<file path="src/hdl/rfgd_pkg.sv">
package rfgd_pkg;

  localparam int BYTE_W  = 8;
  localparam int CHAN_W  = 6;
  localparam int LEVEL_W = 12;
  localparam int PCT_W   = 7;
  localparam int OP_W    = 13;
  localparam int PROD_W  = OP_W + LEVEL_W;
  localparam int QDEPTH  = 4;

  localparam logic [BYTE_W-1:0]  SYNC_BYTE  = 8'hFF;
  localparam logic [PCT_W-1:0]   PCT_MAX    = 7'd100;
  localparam logic [LEVEL_W-1:0] FULL_LEVEL = 12'd4095;

  // configuration register indexes
  localparam logic REG_BRIGHTNESS = 1'b0;
  localparam logic REG_GAMMA      = 1'b1;

  // byte order within a strip triple
  typedef enum logic [1:0] {
    COL_RED   = 2'd0,
    COL_GREEN = 2'd1,
    COL_BLUE  = 2'd2
  } colour_t;

  // driver channel offsets within a strip
  localparam logic [CHAN_W-1:0] CH_GREEN = 6'd0;
  localparam logic [CHAN_W-1:0] CH_BLUE  = 6'd1;
  localparam logic [CHAN_W-1:0] CH_RED   = 6'd2;
  localparam logic [CHAN_W-1:0] CH_STEP  = 6'd3;

  typedef struct packed {
    logic [CHAN_W-1:0] chan;
    logic [BYTE_W-1:0] data;
    logic              last;
  } q_item_t;

  // floor(min(p,100) * 4095 / 100) as 40*pc + floor(95*pc / 100)
  function automatic logic [LEVEL_W-1:0] level_limit(input logic [PCT_W-1:0] p);
    logic [PCT_W-1:0] pc;
    logic [13:0]      m;
    logic [27:0]      q;
    logic [12:0]      l;
    pc = (p > PCT_MAX) ? PCT_MAX : p;
    m  = ({7'd0, pc} << 6) + ({7'd0, pc} << 5) - {7'd0, pc};
    q  = {14'd0, m} * 28'd10486;
    l  = ({6'd0, pc} << 5) + ({6'd0, pc} << 3) + {5'd0, q[27:20]};
    return l[LEVEL_W-1:0];
  endfunction

  // floor(p / 255) for p below 2^20, by folding base-256 digits
  function automatic logic [LEVEL_W-1:0] div255(input logic [19:0] p);
    logic [12:0] s;
    logic [8:0]  t;
    logic [12:0] q;
    s = {1'b0, p[19:8]} + {5'd0, p[7:0]};
    t = {4'd0, s[12:8]} + {1'b0, s[7:0]};
    q = {1'b0, p[19:8]} + {8'd0, s[12:8]} + {12'd0, (t >= 9'd255)};
    return q[LEVEL_W-1:0];
  endfunction

endpackage

</file>
<file path="src/hdl/rfgd_if.sv">
interface rfgd_in_if;
  import rfgd_pkg::*;
  logic              valid;
  logic              ready;
  logic [BYTE_W-1:0] rx_byte;
  modport source (output valid, output rx_byte, input ready);
  modport sink (input valid, input rx_byte, output ready);
endinterface

interface rfgd_out_if;
  import rfgd_pkg::*;
  logic               valid;
  logic               ready;
  logic [CHAN_W-1:0]  channel_index;
  logic [LEVEL_W-1:0] drive_level;
  logic               frame_end;
  modport source (output valid, output channel_index, output drive_level,
                  output frame_end, input ready);
  modport sink (input valid, input channel_index, input drive_level,
                input frame_end, output ready);
endinterface

</file>
<file path="src/hdl/rfgd_parser.sv">
module rfgd_parser #(
  parameter int STRIPS = 20
) (
  input  logic                      clk,
  input  logic                      rst_n,
  input  logic                      in_valid,
  output logic                      in_ready,
  input  logic [rfgd_pkg::BYTE_W-1:0] in_rx_byte,
  input  logic                      q_full,
  output logic                      q_push,
  output rfgd_pkg::q_item_t         q_item
);
  import rfgd_pkg::*;

  localparam int FRAME_LEN = 3 * STRIPS;
  localparam int PW        = $clog2(FRAME_LEN);

  logic              in_frame_r;
  logic [PW-1:0]     pos_r;
  colour_t           colour_r;
  logic [CHAN_W-1:0] base_r;
  logic              accept;
  logic              last;
  logic [CHAN_W-1:0] offset;

  assign in_ready = !q_full;
  assign accept   = in_valid && in_ready;
  assign last     = (pos_r == PW'(FRAME_LEN - 1));

  always_comb begin
    unique case (colour_r)
      COL_RED:   offset = CH_RED;
      COL_GREEN: offset = CH_GREEN;
      COL_BLUE:  offset = CH_BLUE;
      default:   offset = CH_RED;
    endcase
  end

  assign q_push      = accept && in_frame_r;
  assign q_item.chan = base_r + offset;
  assign q_item.data = in_rx_byte;
  assign q_item.last = last;

  always_ff @(posedge clk) begin
    if (!rst_n) begin
      in_frame_r <= 1'b0;
      pos_r      <= '0;
      colour_r   <= COL_RED;
      base_r     <= '0;
    end else if (accept) begin
      if (!in_frame_r) begin
        if (in_rx_byte == SYNC_BYTE) begin
          in_frame_r <= 1'b1;
          pos_r      <= '0;
          colour_r   <= COL_RED;
          base_r     <= '0;
        end
      end else if (last) begin
        in_frame_r <= 1'b0;
        pos_r      <= '0;
      end else begin
        pos_r <= pos_r + PW'(1);
        unique case (colour_r)
          COL_RED:   colour_r <= COL_GREEN;
          COL_GREEN: colour_r <= COL_BLUE;
          COL_BLUE: begin
            colour_r <= COL_RED;
            base_r   <= base_r + CH_STEP;
          end
          default:   colour_r <= COL_RED;
        endcase
      end
    end
  end

endmodule

</file>
<file path="src/hdl/rfgd_queue.sv">
module rfgd_queue (
  input  logic              clk,
  input  logic              rst_n,
  input  logic              push,
  input  rfgd_pkg::q_item_t push_item,
  output logic              full,
  input  logic              pop,
  output logic              empty,
  output rfgd_pkg::q_item_t pop_item
);
  import rfgd_pkg::*;

  localparam int AW = $clog2(QDEPTH);
  localparam int CW = $clog2(QDEPTH + 1);

  q_item_t       slot_r [QDEPTH];
  logic [AW-1:0] wr_ptr_r;
  logic [AW-1:0] rd_ptr_r;
  logic [CW-1:0] count_r;
  logic          do_push;
  logic          do_pop;

  assign full     = (count_r == CW'(QDEPTH));
  assign empty    = (count_r == '0);
  assign do_push  = push && !full;
  assign do_pop   = pop && !empty;
  assign pop_item = slot_r[rd_ptr_r];

  always_ff @(posedge clk) begin
    if (do_push) begin
      slot_r[wr_ptr_r] <= push_item;
    end
  end

  always_ff @(posedge clk) begin
    if (!rst_n) begin
      wr_ptr_r <= '0;
      rd_ptr_r <= '0;
      count_r  <= '0;
    end else begin
      if (do_push) begin
        wr_ptr_r <= wr_ptr_r + AW'(1);
      end
      if (do_pop) begin
        rd_ptr_r <= rd_ptr_r + AW'(1);
      end
      if (do_push && !do_pop) begin
        count_r <= count_r + CW'(1);
      end else if (do_pop && !do_push) begin
        count_r <= count_r - CW'(1);
      end
    end
  end

endmodule

</file>
<file path="src/hdl/rfgd_scaler.sv">
module rfgd_scaler (
  input  logic                         clk,
  input  logic                         rst_n,
  input  logic                         cfg_wr_en,
  input  logic                         cfg_index,
  input  logic [rfgd_pkg::PCT_W-1:0]   cfg_data,
  input  logic                         q_empty,
  output logic                         q_pop,
  input  rfgd_pkg::q_item_t            q_item,
  output logic                         out_valid,
  input  logic                         out_ready,
  output logic [rfgd_pkg::CHAN_W-1:0]  out_channel_index,
  output logic [rfgd_pkg::LEVEL_W-1:0] out_drive_level,
  output logic                         out_frame_end
);
  import rfgd_pkg::*;

  logic [LEVEL_W-1:0] lim_r;
  logic               gamma_r;

  logic               s1_vld_r;
  logic [OP_W-1:0]    s1_op_r;
  logic               s1_gam_r;
  logic [CHAN_W-1:0]  s1_chan_r;
  logic               s1_last_r;

  logic               s2_vld_r;
  logic [PROD_W-1:0]  s2_prod_r;
  logic               s2_gam_r;
  logic [CHAN_W-1:0]  s2_chan_r;
  logic               s2_last_r;

  logic               out_vld_r;
  logic [CHAN_W-1:0]  out_chan_r;
  logic [LEVEL_W-1:0] out_level_r;
  logic               out_last_r;

  logic               adv;
  logic [8:0]         x1;
  logic [17:0]        sq;
  logic [OP_W-1:0]    op;
  logic [LEVEL_W-1:0] level;

  // whole pipe moves together, held while the output register waits
  assign adv   = !out_vld_r || out_ready;
  assign q_pop = adv && !q_empty;

  assign x1    = {1'b0, q_item.data} + 9'd1;
  assign sq    = {9'd0, x1} * {9'd0, x1};
  assign op    = gamma_r ? sq[16:4] : {5'd0, q_item.data};
  assign level = s2_gam_r ? s2_prod_r[23:12] : div255(s2_prod_r[19:0]);

  always_ff @(posedge clk) begin
    if (!rst_n) begin
      lim_r   <= FULL_LEVEL;
      gamma_r <= 1'b1;
    end else if (cfg_wr_en) begin
      unique case (cfg_index)
        REG_BRIGHTNESS: lim_r   <= level_limit(cfg_data);
        REG_GAMMA:      gamma_r <= cfg_data[0];
        default:        lim_r   <= lim_r;
      endcase
    end
  end

  always_ff @(posedge clk) begin
    if (!rst_n) begin
      s1_vld_r  <= 1'b0;
      s2_vld_r  <= 1'b0;
      out_vld_r <= 1'b0;
    end else if (adv) begin
      s1_vld_r  <= !q_empty;
      s2_vld_r  <= s1_vld_r;
      out_vld_r <= s2_vld_r;
    end
  end

  always_ff @(posedge clk) begin
    if (adv) begin
      s1_op_r     <= op;
      s1_gam_r    <= gamma_r;
      s1_chan_r   <= q_item.chan;
      s1_last_r   <= q_item.last;
      s2_prod_r   <= {{LEVEL_W{1'b0}}, s1_op_r} * {{OP_W{1'b0}}, lim_r};
      s2_gam_r    <= s1_gam_r;
      s2_chan_r   <= s1_chan_r;
      s2_last_r   <= s1_last_r;
      out_chan_r  <= s2_chan_r;
      out_level_r <= level;
      out_last_r  <= s2_last_r;
    end
  end

  assign out_valid         = out_vld_r;
  assign out_channel_index = out_chan_r;
  assign out_drive_level   = out_level_r;
  assign out_frame_end     = out_last_r;

endmodule

</file>
<file path="src/hdl/rgb_frame_gamma_dimmer.sv">
// one byte accepted per cycle while the four-entry queue has room
// a colour byte gives its channel result after passing in order through
// the queue read, squaring stage, brightness multiply and output register
// sync and dropped bytes give no result and only move the frame parser
// synchronous active-low reset: waiting for sync, queue and pipe empty,
// brightness 100 percent, gamma curve on
module rgb_frame_gamma_dimmer #(
  parameter int STRIPS = 20
) (
  input  logic                       clk,
  input  logic                       rst_n,
  input  logic                       cfg_wr_en,
  input  logic                       cfg_index,
  input  logic [rfgd_pkg::PCT_W-1:0] cfg_data,
  rfgd_in_if.sink                    in_ch,
  rfgd_out_if.source                 out_ch
);
  import rfgd_pkg::*;

  logic    q_full;
  logic    q_empty;
  logic    q_push;
  logic    q_pop;
  q_item_t push_item;
  q_item_t pop_item;

  rfgd_parser #(
    .STRIPS(STRIPS)
  ) u_parser (
    .clk       (clk),
    .rst_n     (rst_n),
    .in_valid  (in_ch.valid),
    .in_ready  (in_ch.ready),
    .in_rx_byte(in_ch.rx_byte),
    .q_full    (q_full),
    .q_push    (q_push),
    .q_item    (push_item)
  );

  rfgd_queue u_queue (
    .clk      (clk),
    .rst_n    (rst_n),
    .push     (q_push),
    .push_item(push_item),
    .full     (q_full),
    .pop      (q_pop),
    .empty    (q_empty),
    .pop_item (pop_item)
  );

  rfgd_scaler u_scaler (
    .clk              (clk),
    .rst_n            (rst_n),
    .cfg_wr_en        (cfg_wr_en),
    .cfg_index        (cfg_index),
    .cfg_data         (cfg_data),
    .q_empty          (q_empty),
    .q_pop            (q_pop),
    .q_item           (pop_item),
    .out_valid        (out_ch.valid),
    .out_ready        (out_ch.ready),
    .out_channel_index(out_ch.channel_index),
    .out_drive_level  (out_ch.drive_level),
    .out_frame_end    (out_ch.frame_end)
  );

endmodule

</file>
<file path="src/flat_wrapper.sv">
// flat-port wrapper written by rule: the top's interface ports become plain ports
module rgb_frame_gamma_dimmer_flat import rfgd_pkg::*;
#(
  parameter int STRIPS = 20
)
  (clk, rst_n, cfg_wr_en, cfg_index, cfg_data, in_ch_valid, in_ch_rx_byte, in_ch_ready, out_ch_valid, out_ch_channel_index, out_ch_drive_level, out_ch_frame_end, out_ch_ready);
  rfgd_in_if in_ch_i ();
  rfgd_out_if out_ch_i ();
  input  logic clk;
  input  logic rst_n;
  input  logic cfg_wr_en;
  input  logic cfg_index;
  input  logic [rfgd_pkg::PCT_W-1:0] cfg_data;
  input wire logic [$bits(in_ch_i.valid)-1:0] in_ch_valid;
  input wire logic [$bits(in_ch_i.rx_byte)-1:0] in_ch_rx_byte;
  output wire logic [$bits(in_ch_i.ready)-1:0] in_ch_ready;
  output wire logic [$bits(out_ch_i.valid)-1:0] out_ch_valid;
  output wire logic [$bits(out_ch_i.channel_index)-1:0] out_ch_channel_index;
  output wire logic [$bits(out_ch_i.drive_level)-1:0] out_ch_drive_level;
  output wire logic [$bits(out_ch_i.frame_end)-1:0] out_ch_frame_end;
  input wire logic [$bits(out_ch_i.ready)-1:0] out_ch_ready;
  assign in_ch_i.valid = in_ch_valid;
  assign in_ch_i.rx_byte = in_ch_rx_byte;
  assign in_ch_ready = in_ch_i.ready;
  assign out_ch_valid = out_ch_i.valid;
  assign out_ch_channel_index = out_ch_i.channel_index;
  assign out_ch_drive_level = out_ch_i.drive_level;
  assign out_ch_frame_end = out_ch_i.frame_end;
  assign out_ch_i.ready = out_ch_ready;
  rgb_frame_gamma_dimmer #(.STRIPS(STRIPS)) u_core (.clk(clk), .rst_n(rst_n), .cfg_wr_en(cfg_wr_en), .cfg_index(cfg_index), .cfg_data(cfg_data), .in_ch(in_ch_i), .out_ch(out_ch_i));
endmodule
</file>
<file path="config.mk">
export PLATFORM = sky130hd
export DESIGN_NAME = rgb_frame_gamma_dimmer_flat
export DESIGN_NICKNAME = d
export VERILOG_FILES = /design/src/hdl/rfgd_pkg.sv /design/src/hdl/rfgd_if.sv /design/src/hdl/rfgd_parser.sv /design/src/hdl/rfgd_queue.sv /design/src/hdl/rfgd_scaler.sv /design/src/hdl/rgb_frame_gamma_dimmer.sv /design/src/flat_wrapper.sv
export SDC_FILE = /design/constraint.sdc
export NUM_CORES = 1
export LEC_CHECK = 0
export BUFFER_PORTS_ARGS = -buffer_cell sky130_fd_sc_hd__buf_2
export CAP_MARGIN = 20
export CORE_AREA = 4 4 199 201
export CTS_CLUSTER_SIZE = 8
export DETAILED_ROUTE_END_ITERATION = 10
export DIE_AREA = 0 0 203 205
export GPL_TIMING_DRIVEN = 0
export PLACE_DENSITY = 0.76
export SYNTH_ARGS = -nofsm -noshare
export SYNTH_HDL_FRONTEND = slang
export SYNTH_HIERARCHICAL = 1
export SYNTH_SLANG_ARGS = --single-unit
</file>
<file path="constraint.sdc">
create_clock -name clk -period 12 [get_ports clk]
set_input_delay 2.4 -clock clk [delete_from_list [all_inputs] [get_ports clk]]
set_output_delay 2.4 -clock clk [all_outputs]
set_load 0.02 [all_outputs]
</file>
==> summary.md <==
| Metric | Value |
|---|---|
| Status | finished clean |
| Multi-input logic area | 12500 um2 |
| Crit Path Class | input pin to register |
| Worst path bufs/invs | 5 |
| Synthesized flop and latch total | around 170 |
| First-pass GRT wire length | 64.7 mm |
| Die X | 203 um |
| Die Height | 205 um |
| CP max stage cell | fa_1 |
| Dpl cell area | about 20000 um2 |
| Initial antenna violation count | 0 |
| Fin crit share | 94.6% |
| Synthesized area per cell | just over 10 um2 |
| Crit path time final | 11.35 ns |
| CP max stage delay | ~0.64 ns |
| Residual DRC | 0 |
| Max cap viols | 0 |
| Die Area | 41600 um2 |
| Cell mode on critical path | fa_1 |
| GP Congestion | 0.931 |
| Post-route ant nets | 0 |
| Worst r2r dst | u_core/u_scaler/s1_op_r[12] |
| Worst Skew | 0.0131 ns |
| Drt via density | 5.33 |
| CTS sink count | 172 |
| Register area share after synthesis | 25.4% |
| Core Box Area | 37600 um2 |
| Gr usage total | 18.8% |
| Delay-heaviest family, CP | adder cells |
| Synth Area in XOR/XNOR | 4.57% |
| Row count | just over 70 |
| Synth warnings | 6 |
| Share of layout cells above drive strength 1 | 7.53% |
| Post-synth EDFFs | between 100 and 150 |
| Cell Area, Synth | 18700 um2 |
| Worst setup EP type | register |
| Cell chosen for the clock root | clkbuf_16 |
| Nets@finish | 2361 |
| Router iterations before antenna repair | 7 |
| FF-to-FF setup slack | roughly 5.3 ns |
| Worst-path clk slew | roughly 0.070 ns |
| RSZ-0062 raised after global routing | false |
| Simple-gate share of the synthesized area | 11.3% |
| Synth top cells by count | inv_1 (327), ha_1 (242), fa_1 (213) |
| Fraction of registers with async set/reset | 0% |
| Reg area | 4760 um2 |
| Top-count cell post-synth | inv_1 |
| Most area-hungry cell type in the Yosys netlist | fa_1 |
| Ant diodes | 0 |
| CTS H-Tree Depth | 4 |
| Post-synthesis mux area share | 2.94% |
| Main combinational cell family by area after synthesis | adder cells |
| Worst Path Required | ~12 ns |
| Clock latency on the worst-skew pair | 0.44 ns |
| Wire length per cell | ~15 um |
| Clock Path Buffers | 2 |
| Hold Crit Depth | 0 |
| Global route overflow | 0 |
| Proportion of netlist area held by the largest area contributor | about 23% |
| Detailed Place HPWL | 30.6 mm |
| Final Setup Violations | 0 |
| Synth area leaders | fa_1 (23%), edfxtp_1 (21%), ha_1 (16%) |
| CP Launch Type | input pin |
| CTS tree | done |
| Slew @ Worst Pin | 1.04 ns |
| Boundary Pins | 42 |
| Fillers | 3223 |
| Worst EP arrival | 11.66 ns |
| DR iter-0 viols | 600 |
| Cells after Synth | 1821 |
| Port bufs | 41 |
| Setup TNS | 0 ns |
| Compound-Gate Fraction of Synth Area | 8.57% |
| Adder-cell share of the synthesized area | roughly 40% |
| CTS Buf Count | 17 |
| Via count | 12800 |
| Worst reg2reg path depth | 20 |
| Hold endpoint | u_core/u_scaler/out_channel_index[3] |
| Fin. max-slew vios | 0 |
| Headroom to the max-slew limit | 30.0% |
| Initial core utilization | 49.8% |
| Fin. Hold Viols | 0 |
| Number of global-route vias before repair | 13500 |
| Hold path start | u_core/u_scaler/s2_chan_r[3] |
| Distinct cells, synth | 77 |
| Max Fclk | between 80 and 90 MHz |
| Syn-to-layout area delta | 8.09% |
| Routed WL | 37.2 mm |
| Ys flop type | edfxtp_1 |
| Pin count of the biggest net entering global routing | 73 |
| CP Max Fanout | 6 |
| Design area | approximately 20000 um2 |
| Worst Hold Class | register to register |
per-layer routing:
metal | track usage, % | routed length (um) | vias to the layer above
li1 | - | - | 6127
met1 | 24.3 | 16000 | 6324
met2 | 33.3 | 18600 | 348
met3 | 2.85 | 1950 | 43
met4 | 4.85 | 618 | 0
met5 | 0 | 0 | -
worst register-to-register path: stages, from the launching register on:
cell      delay, ns
dfxtp_1        0.37
buf_6          0.17
mux4_2         0.61
ha_1           0.27
nand3_1        0.13
nor2_1         0.11
xnor2_1        0.63
nor2_1         0.15
inv_1          0.13
fa_1           0.46
fa_1           0.55
fa_1           0.44
fa_1           0.57
inv_1          0.06
ha_1           0.35
o21ai_0        0.12
a21oi_1        0.14
o41ai_1        0.63
o221ai_1       0.24
xnor2_1        0.17
and2_1         0.17
flip-flops by register name (all words and copies together) (netlist names), 2 cells and up, named ones only:
register / flops
u_core/u_queue/slot_r: 60
u_core/u_scaler/s2_prod_r: 24
u_core/u_scaler/s1_op_r: 13
u_core/u_scaler/lim_r: 12
u_core/u_scaler/out_drive_level: 12
u_core/u_parser/base_r: 6
u_core/u_parser/pos_r: 6
u_core/u_scaler/out_channel_index: 6
u_core/u_scaler/s1_chan_r: 6
u_core/u_scaler/s2_chan_r: 6
u_core/u_queue/count_r: 3
u_core/u_parser/colour_r: 2
u_core/u_queue/rd_ptr_r: 2
u_core/u_queue/wr_ptr_r: 2
cells by family (layout without fill, tap and decap cells):
group                      count (synthesis)  count (layout)
DFF                                      172             172
AOI/OAI and AO/OA                        232             232
xor gates and xnor gates                  96              96
muxes                                     35              35
and+or+nand+nor                          444             444
buffers and inverters                    384             458
adders and majority gates                456             456
other                                      2               5
worst max path at each step:
stage | end | start | cells after the start
finish | u_core/u_scaler/lim_r[11] | cfg_data[1] | 36
global route | u_core/u_scaler/lim_r[11] | cfg_data[1] | 37
CTS | u_core/u_scaler/lim_r[11] | cfg_data[1] | 36
detailed placement | u_core/u_scaler/lim_r[11] | cfg_data[1] | 35
global placement | u_core/u_scaler/lim_r[11] | cfg_data[1] | 35
floorplan | u_core/u_scaler/lim_r[11] | cfg_data[1] | 34
layout by cell type (no fill, tap or decap), types with 20 or more instances in the layout:
cell and count:
ha_1 242, nand2_1 178, edfxtp_1 132, and2_1 72, xor2_1 34, o21ai_0 45
dfxtp_1 40, a21o_1 30, nor2_1 76, clkbuf_1 41, buf_2 42, fa_1 213
nor2b_1 20, inv_1 326, nand3_1 25, a21oi_1 60, xnor2_1 58
stage by stage:
| step | util [%] | cells | setup slack (ns) | hold slack (ns) |
|---|---|---|---|---|
| floorplan | - | 1824 | 1.29 | 0.400 |
| global placement | 52.1 | 2376 | -0.180 | 0.401 |
| detailed placement | 52.1 | 2376 | -0.430 | 0.405 |
| CTS | 53.8 | 2408 | 0.227 | 0.424 |
| global route | 53.9 | 2409 | 0.0946 | 0.432 |
| finish | 53.9 | 2409 | 0.651 | 0.422 |
area by class of cell:
class                           instances  share of cell area (%)
Tap cell                              511                    3.16
Clock inverter                         15                   0.964
Timing Repair Buffer                   42                    1.05
Buffer                                 56                    1.40
Multi-Input combinational cell       1268                    61.7
Sequential cell                       172                    23.5
Inverter                              328                    6.10
Clock buffer                           17                    2.10
timing repair:
| item | CTS | global route |
|---|---|---|
| hold buffers | 0 | 0 |
| gates resized for setup | 1 | 6 |
| setup buffers | 0 | 0 |
| cloned | 0 | 0 |
| endpoints found under the setup margin | 1 | 3 |
Power is not shown: default switching activity piles up to over one toggle a cycle in this logic, so the estimate is an artifact.
